$ cat config.mk
export PLATFORM = sky130hd
export DESIGN_NAME = prim_mst_best
export DESIGN_NICKNAME = d
export VERILOG_FILES = /design/src/sv/prim_mst_pkg.sv /design/src/sv/prim_mst_best.sv
export SDC_FILE = /design/constraint.sdc
export NUM_CORES = 1
export LEC_CHECK = 0
export BUFFER_PORTS_ARGS = -buffer_cell sky130_fd_sc_hd__clkbuf_2
export CAP_MARGIN = 10
export CORE_UTILIZATION = 34
export CTS_BUF_LIST = sky130_fd_sc_hd__clkbuf_8
export CTS_CLUSTER_DIAMETER = 80
export CTS_CLUSTER_SIZE = 20
export DETAILED_ROUTE_END_ITERATION = 6
export PLACE_DENSITY = 0.57
export SYNTH_ARGS = -nofsm -noshare
export SYNTH_HDL_FRONTEND = slang
export SYNTH_SLANG_ARGS = --single-unit
export TNS_END_PERCENT = 5
$ cat constraint.sdc
create_clock -name i_clk -period 6.25 [get_ports i_clk]
set_clock_uncertainty 0.05 [all_clocks]
set_input_delay 0.3125 -clock i_clk [delete_from_list [all_inputs] [get_ports i_clk]]
set_output_delay 0.3125 -clock i_clk [all_outputs]
set_load 0.005 [all_outputs]
$ cat src/sv/prim_mst_pkg.sv
// Shared types and constants for the Prim spanning tree unit.
// Holds the request and result formats and the control groups between modules.
// No dependencies.
`default_nettype none

package prim_mst_pkg;

    localparam int CMD_W           = 2;
    localparam int VERTEX_W        = 6;
    localparam int WEIGHT_W        = 16;
    localparam int NUM_NODES_W     = 7;
    localparam int DEF_MAX_NODES   = 64;
    localparam int DEF_WEIGHT_BITS = 16;

    localparam logic [NUM_NODES_W-1:0] NUM_NODES_RESET = 7'd64;

    typedef enum logic [CMD_W-1:0] {
        CMD_CLEAR = 2'd0,
        CMD_WRITE = 2'd1,
        CMD_RUN   = 2'd2
    } t_cmd;

    typedef struct packed {
        t_cmd                cmd;
        logic [VERTEX_W-1:0] vertex_a;
        logic [VERTEX_W-1:0] vertex_b;
        logic [WEIGHT_W-1:0] edge_weight;
    } t_in_req;

    typedef struct packed {
        logic [VERTEX_W-1:0] parent_vertex;
        logic [VERTEX_W-1:0] child_vertex;
        logic                found;
        logic                last;
    } t_out_res;

    typedef struct packed {
        logic wt_we;
        logic row_we;
        logic row_clear;
    } t_graph_ctl;

    typedef struct packed {
        logic cost_we;
        logic flag_clear;
        logic tree_set;
    } t_best_ctl;

endpackage

`default_nettype wire

$ cat src/sv/prim_mst_best.sv
// Candidate store: cheapest known link cost and parent of every vertex in a memory,
// with known and tree membership flags in flip-flops. Depends on prim_mst_pkg.
`default_nettype none

module prim_mst_best #(
    parameter int MAX_NODES   = prim_mst_pkg::DEF_MAX_NODES,
    parameter int WEIGHT_BITS = prim_mst_pkg::DEF_WEIGHT_BITS
) (
    input  logic                         i_clk,
    input  logic                         i_rst_n,
    input  prim_mst_pkg::t_best_ctl      i_ctl,
    input  logic [$clog2(MAX_NODES)-1:0] i_rd_addr,
    output logic [WEIGHT_BITS-1:0]       o_rd_cost,
    output logic [$clog2(MAX_NODES)-1:0] o_rd_parent,
    output logic                         o_rd_known,
    output logic                         o_rd_tree,
    input  logic [$clog2(MAX_NODES)-1:0] i_wr_addr,
    input  logic [WEIGHT_BITS-1:0]       i_wr_cost,
    input  logic [$clog2(MAX_NODES)-1:0] i_wr_parent,
    input  logic [$clog2(MAX_NODES)-1:0] i_tree_addr
);
    import prim_mst_pkg::*;

    localparam int VIDX_W = $clog2(MAX_NODES);

    logic [WEIGHT_BITS+VIDX_W-1:0] r_mem [MAX_NODES];
    logic [WEIGHT_BITS+VIDX_W-1:0] r_rd_word;
    logic [MAX_NODES-1:0]          r_known;
    logic [MAX_NODES-1:0]          r_tree;
    logic                          r_rd_known;
    logic                          r_rd_tree;

    always_ff @(posedge i_clk) begin
        if (i_ctl.cost_we) begin
            r_mem[i_wr_addr] <= {i_wr_cost, i_wr_parent};
        end
        r_rd_word <= r_mem[i_rd_addr];
    end

    always_ff @(posedge i_clk) begin
        if (!i_rst_n) begin
            r_known    <= '0;
            r_tree     <= '0;
            r_rd_known <= 1'b0;
            r_rd_tree  <= 1'b0;
        end else begin
            r_rd_known <= r_known[i_rd_addr];
            r_rd_tree  <= r_tree[i_rd_addr];
            if (i_ctl.flag_clear) begin
                r_known <= '0;
                r_tree  <= '0;
            end else begin
                if (i_ctl.cost_we) begin
                    r_known[i_wr_addr] <= 1'b1;
                end
                if (i_ctl.tree_set) begin
                    r_tree[i_tree_addr] <= 1'b1;
                end
            end
        end
    end

    assign o_rd_cost   = r_rd_word[WEIGHT_BITS+VIDX_W-1:VIDX_W];
    assign o_rd_parent = r_rd_word[VIDX_W-1:0];
    assign o_rd_known  = r_rd_known;
    assign o_rd_tree   = r_rd_tree;

endmodule

`default_nettype wire

==> flow_summary.yaml, run 1 <==
worst_setup_path:
  start_kind: "input pin"
  worst-setup-path-type: "input pin to flip-flop"
  critPathRequiredTime_ns: 7.00
  arrival_ns: 3.82
  end_kind: "flip-flop"
  path_max_fanout: 63
place:
  place_congestion: 0.797
  io_buffers: 68
  dp_slack_ns: 2.20
  dpl.hpwl_um: 91800
global_route:
  grt_start_max_net_pins: 73
  grt_pass1_wl_um: 222000
  track_usage: 0.179
  overflow: 0
  antenna_found_initial: 12
  grt_pass1_vias: 28700
cts:
  htree_levels: 3
  clock_sinks: 1560
  cts_setup_buffers: 0
  cts-root-buf: "clkbuf_8"
  clock_latency_ns: 0.87
  cts_made_buffers: 91
  path_clk_slew_ns: 0.12
  cts_tree: "done"
  clockBufferDepth: 3
sta:
  timing_hold_violations_final: 0
  setup_viol: 0
  period_share: 0.490
  hold-worst-slack_ns: 0.0606
  finalSetupTns_ns: 0
  tightest_slew_ns: 1.25
  layout_setup_ws_ns: 3.19
  rsz0062_at_grt: "false"
  max_clock_freq_mhz: 326
  slew_headroom: 0.144
  slew_viol_final: 0
  fin_crit_ns: 3.06
yosys:
  yosys_register_bits: 1560
  synth_nets: 2902
  synth_edf_count: 1408
  synthFlopType: "edfxtp_1"
  async_flop_share: 0
  synth_top_area_cell: "edfxtp_1"
  synth_top_area_share: 0.719
  synthCells: 2857
  synth_cell_type_count: 49
  synthTopCellsByArea: "edfxtp_1 72%, mux4_2 14%, dfxtp_1 5.2%"
  ys_warn_count: 0
  yosysSeqAreaShare: 0.771
  synth_area_um2: 58800
  syn_avg_cell_area_um2: 20.6
floorplan:
  rows: 152
  die-area_um2: 175000
  initial_core_util: 0.342
  dieWidth_um: 418
  pin_count: 69
  die_h_um: 418
  coreArea_um2: 172000
routing:
  vias: 28800
  ant_nets: 0
  vias_per_cell: 5.35
  drtIter0Drc: 3357
  wirelength_um: 157000
  route.detailed.drc: 0
  avgRoutedWirePerCell_um: 29.2
  dr.pass1.iters: 6
final_layout:
  drive_above_1_share: 0.247
  multiInputGateArea_um2: 12800
  regArea_um2: 45300
  finalNetCount: 3044
  fillers: 15600
  post-route-util: 0.374
  area_growth_pct: 9.17
pwr:
  powerDensity_nw_per_um2: 268
  total_power_mw: 17.2
  vdd_ir_drop_max_uv: 212
  p_leak_nw: 19.6
run:
  cap_violations: 0
outcome:
  outcome: "finished, final reports clean"
min_path:
  hold_path.class: "input pin to flip-flop"
[through the flow]
step                      std cells  instance area, µm²
after floorplan                2857               58800
after global placement         5198               62400
after detailed placement       5198               62400
after CTS                      5381               64200
after global routing           5383               64200
final                          5386               64200
[timing repair]
item / CTS / global route
hold endpoints to repair: 104 / 0
gates resized for setup: 0 / 0
hold buffers: 18 / 0
[synthesized netlist by cell type (all sizes together), types with 5 or more instances]
cell / n
buf: 97
dfxtp: 152
a22oi: 44
mux4: 372
o21a: 20
nor2: 243
clkbuf: 65
inv: 6
nor2b: 24
edfxtp: 1408
nand2: 52
a222oi: 5
a211oi: 10
or3: 6
nand4: 6
or3b: 6
nand3: 11
nor3: 21
nand3b: 7
o22ai: 111
o221ai: 14
nor4: 15
a2111oi: 11
a21oi: 62
nand2b: 10
mux2i: 20
o21ai: 24
[layout make-up]
type | instances | share of cell area
clock buffer | 94 | 0.0202
clock inverter | 71 | 0.00552
tap | 2310 | 0.0450
sequential | 1560 | 0.706
inverter | 6 | 0.000351
timing repair buffer | 211 | 0.0240
multi-input combinational | 1129 | 0.199
antenna | 5 | 0.000195
[sequential cells by signal (all words and copies together) (netlist names)]
name / cells
r_known: 64
r_rd_word: 22
o_rd_known: 1
o_rd_tree: 1
r_mem: 1408
r_tree: 64
[layer usage]
| layer | share of wire | vias to the layer above | GRT usage |
|---|---|---|---|
| met5 | 0.000083 | - | 0 |
| met4 | 0.026 | 2 | 0.0479 |
| met3 | 0.053 | 153 | 0.0241 |
| met2 | 0.50 | 875 | 0.300 |
| met1 | 0.42 | 15800 | 0.244 |
| li1 | - | 12000 | - |
[kinds of logic after synthesis]
logic type      after synthesis  synth area share
mux                         394             0.146
buf+inv                     168            0.0154
flops                      1560             0.771
simple gates                417            0.0319
compound gates              318            0.0357
[critical path, stage by stage]
cell and delay, ns:
clkbuf_8 0.45, buf_4 0.66, and4bb_2 0.33, a22oi_1 0.20, o311ai_0 0.31, a2111oi_0 1.08, a31o_1 0.26
[final timing paths]
path / from / to / slack [ns] / depth (start not counted)
hold reg to reg: r_tree[55] / r_tree[55] / 0.42 / 2
setup / recovery: i_rd_addr[1] / r_rd_word[17] / 3.19 / 7
setup reg to reg: r_mem[37][6] / r_rd_word[6] / 3.65 / 5
hold / removal: i_wr_cost[9] / r_mem[11][15] / 0.06 / 2
[report_power, final]
| group | total [mW] | switching, mW | internal, mW |
|---|---|---|---|
| logic | 1.06 | 0.707 | 0.354 |
| registers | 11.5 | 0.0464 | 11.4 |
| clock network | 4.67 | 3.20 | 1.46 |
[layout by cell type (no fill, tap or decap), types with 62 or more instances in the layout]
| master | count |
|---|---|
| edfxtp_1 | 1408 |
| mux4_2 | 372 |
| nor2_1 | 181 |
| dfxtp_1 | 152 |
| buf_4 | 121 |
| o22ai_1 | 111 |
| clkbuf_8 | 95 |
| clkbuf_2 | 65 |
| nor2_2 | 62 |
| a21oi_1 | 62 |
No activity file was read; power rests on OpenSTA's default activity.
==> run 2, diff against run 1 <==
==> constraint.sdc (replaced) <==
create_clock -name i_clk -period 2.9 [get_ports i_clk]
set_clock_uncertainty 0.05 [all_clocks]
set_input_delay 0.145 -clock i_clk [delete_from_list [all_inputs] [get_ports i_clk]]
set_output_delay 0.145 -clock i_clk [all_outputs]
set_load 0.005 [all_outputs]
==> flow_summary.yaml, run 2 (synthesis results as in run 1) <==
cts:
  clockBufferDepth: 3
  path_clk_slew_ns: 0.13
  cts-root-buf: "clkbuf_8"
  clock_latency_ns: 0.89
  cts_made_buffers: 91
  cts_tree: "done"
  clock_sinks: 1560
  htree_levels: 3
  cts_setup_buffers: 0
final_layout:
  final_cell_mix: "1,408 x edfxtp_1, 372 x mux4_2, 209 x buf_4"
  stdcell_area_um2: 66000
  regMostFlops: "r_mem"
  fillers: 15500
  finalNetCount: 3204
  drive_above_1_share: 0.274
  top_regs: "r_mem x1408, r_known x64, r_tree x64"
  layout_commonest_cell: "edfxtp_1"
  area_growth_pct: 12.3
  largest_reg_flops: 1408
routing:
  avgRoutedWirePerCell_um: 28.5
  ant_nets: 0
  drtIter0Drc: 3156
  vias_per_cell: 5.30
  vias: 29400
  wirelength_um: 158000
  dr.pass1.iters: 5
  route.detailed.drc: 0
worst_setup_path:
  critical_path.top_delay_family: "buffers and inverters"
  path_buf_inv: 6
  max_stage_delay_ns: 0.58
  path_max_fanout: 26
  end_kind: "flip-flop"
  path_cells: "dlygate4sd3_1 > clkbuf_2 > buf_12 > or3b_1 > buf_4 > o311ai_0 > a2111oi_0 > buf_4 > a31o_1 > dlygate4sd3_1"
  critPathRequiredTime_ns: 3.63
  slowest_stage: "dlygate4sd3_1"
  worst-setup-path-type: "input pin to flip-flop"
  start_kind: "input pin"
  arrival_ns: 3.62
floorplan:
  dieWidth_um: 418
  die_h_um: 418
  pin_count: 69
  initial_core_util: 0.342
  coreArea_um2: 172000
  die-area_um2: 175000
  rows: 152
pwr:
  p_switching_mw: 8.56
  comb_power_share: 0.068
  swShare: 0.230
  p_leak_nw: 20.5
  total_power_mw: 37.3
  clockPowerShare: 0.268
  p_seq_frac: 0.664
  powerDensity_nw_per_um2: 564
  p_int_mw: 28.7
  vdd_ir_drop_max_uv: 371
sta:
  tightest_slew_ns: 1.34
  period_share: 0.997
  slew_headroom: 0.0976
  max_clock_freq_mhz: 346
  timing_hold_violations_final: 0
  setup_viol: 0
  rsz0062_at_grt: "false"
  finalSetupTns_ns: 0
  fin_crit_ns: 2.89
  slew_viol_final: 0
outcome:
  outcome: "finished, final reports clean"
global_route:
  antenna_found_initial: 14
  grt_pass1_wl_um: 221000
  grt_start_max_net_pins: 65
  overflow: 0
  grt_pass1_vias: 29100
  track_usage: 0.179
run:
  cap_violations: 0
place:
  place_congestion: 0.825
  post_dp_cell_area_um2: 63900
  io_buffers: 68
  dpl.hpwl_um: 99600
min_path:
  hold_path.class: "input pin to flip-flop"
-- run 2: cell types whose count changed in the layout (fill, tap and decap cells not counted), sizes merged --
cell / previous run / this run
diode: 5 / 7
bufinv: 1 / 0
clkinv: 11 / 3
clkinvlp: 4 / 5
dlygate4sd3: 18 / 44
clkbuf: 160 / 157
inv: 61 / 71
buf: 127 / 262
-- run 2: metal layers --
metal / wire length [µm] / part of all wire / global-route usage / up-vias
li1: - / - / - / 12400
met5: 13 / 0.000082 / 0 / -
met2: 78900 / 0.50 / 0.301 / 936
met1: 65400 / 0.41 / 0.241 / 15900
met3: 9530 / 0.060 / 0.0308 / 189
met4: 4170 / 0.026 / 0.0479 / 2
-- run 2: what timing repair did --
| item | CTS | global route |
|---|---|---|
| resized for setup | 0 | 1 |
| hold endpoints to repair | 809 | 0 |
| hold buffers | 44 | 0 |
| endpoints found under the setup margin | 0 | 1 |
-- run 2: worst paths after layout --
check,depth (start not counted),from,slack (ns),end
setup / recovery,10,i_rd_addr[3],0.01,r_rd_word[17]
hold / removal,1,i_wr_cost[8],0.07,r_mem[13][14]
setup reg to reg,6,r_mem[24][17],0.30,r_rd_word[17]
hold reg to reg,2,r_tree[54],0.42,r_tree[54]
-- run 2: power groups by stage --
stage | clock network (mW) | logic (mW) | registers (mW)
finish | 9.99 | 2.53 | 24.7
global route | 10.9 | 2.67 | 24.8
CTS | 10.3 | 2.56 | 24.7
detailed placement | 0 | 2.51 | 25.3
global placement | 0 | 2.49 | 25.3
floorplan | 0 | 1.19 | 25.2
-- run 2: stage by stage --
step / hold slack (ns) / instances / util / worst slack (ns)
2_1_floorplan: 0.194 / 2857 / - / 0.188
3_3_place_gp: 0.391 / 5332 / 0.372 / -0.277
3_5_place_dp: 0.398 / 5332 / 0.372 / -0.319
4_1_cts: 0.0244 / 5541 / 0.384 / 0.0947
5_1_grt: 0.0520 / 5546 / 0.384 / 0.0371
6_report: 0.0749 / 5548 / 0.385 / 0.00991
-- run 2: cell type report --
class / instances / area, µm² / area share
Multi-Input combinational cell: 1129 / 12800 / 0.193
Sequential cell: 1560 / 45300 / 0.686
Antenna cell: 7 / 17.5 / 0.000265
Tap cell: 2310 / 2890 / 0.0438
Timing Repair Buffer: 371 / 3380 / 0.0512
Clock buffer: 92 / 1270 / 0.0192
Clock inverter: 73 / 375 / 0.00568
Inverter: 6 / 22.5 / 0.000341
-- run 2: worst register-to-register path: stages, from the launching register on --
cell and delay (ns):
edfxtp_1 0.39, mux4_2 0.45, a22oi_1 0.32, nand2_1 0.26, a22o_1 0.32, a31o_1 0.20
dlygate4sd3_1 0.55
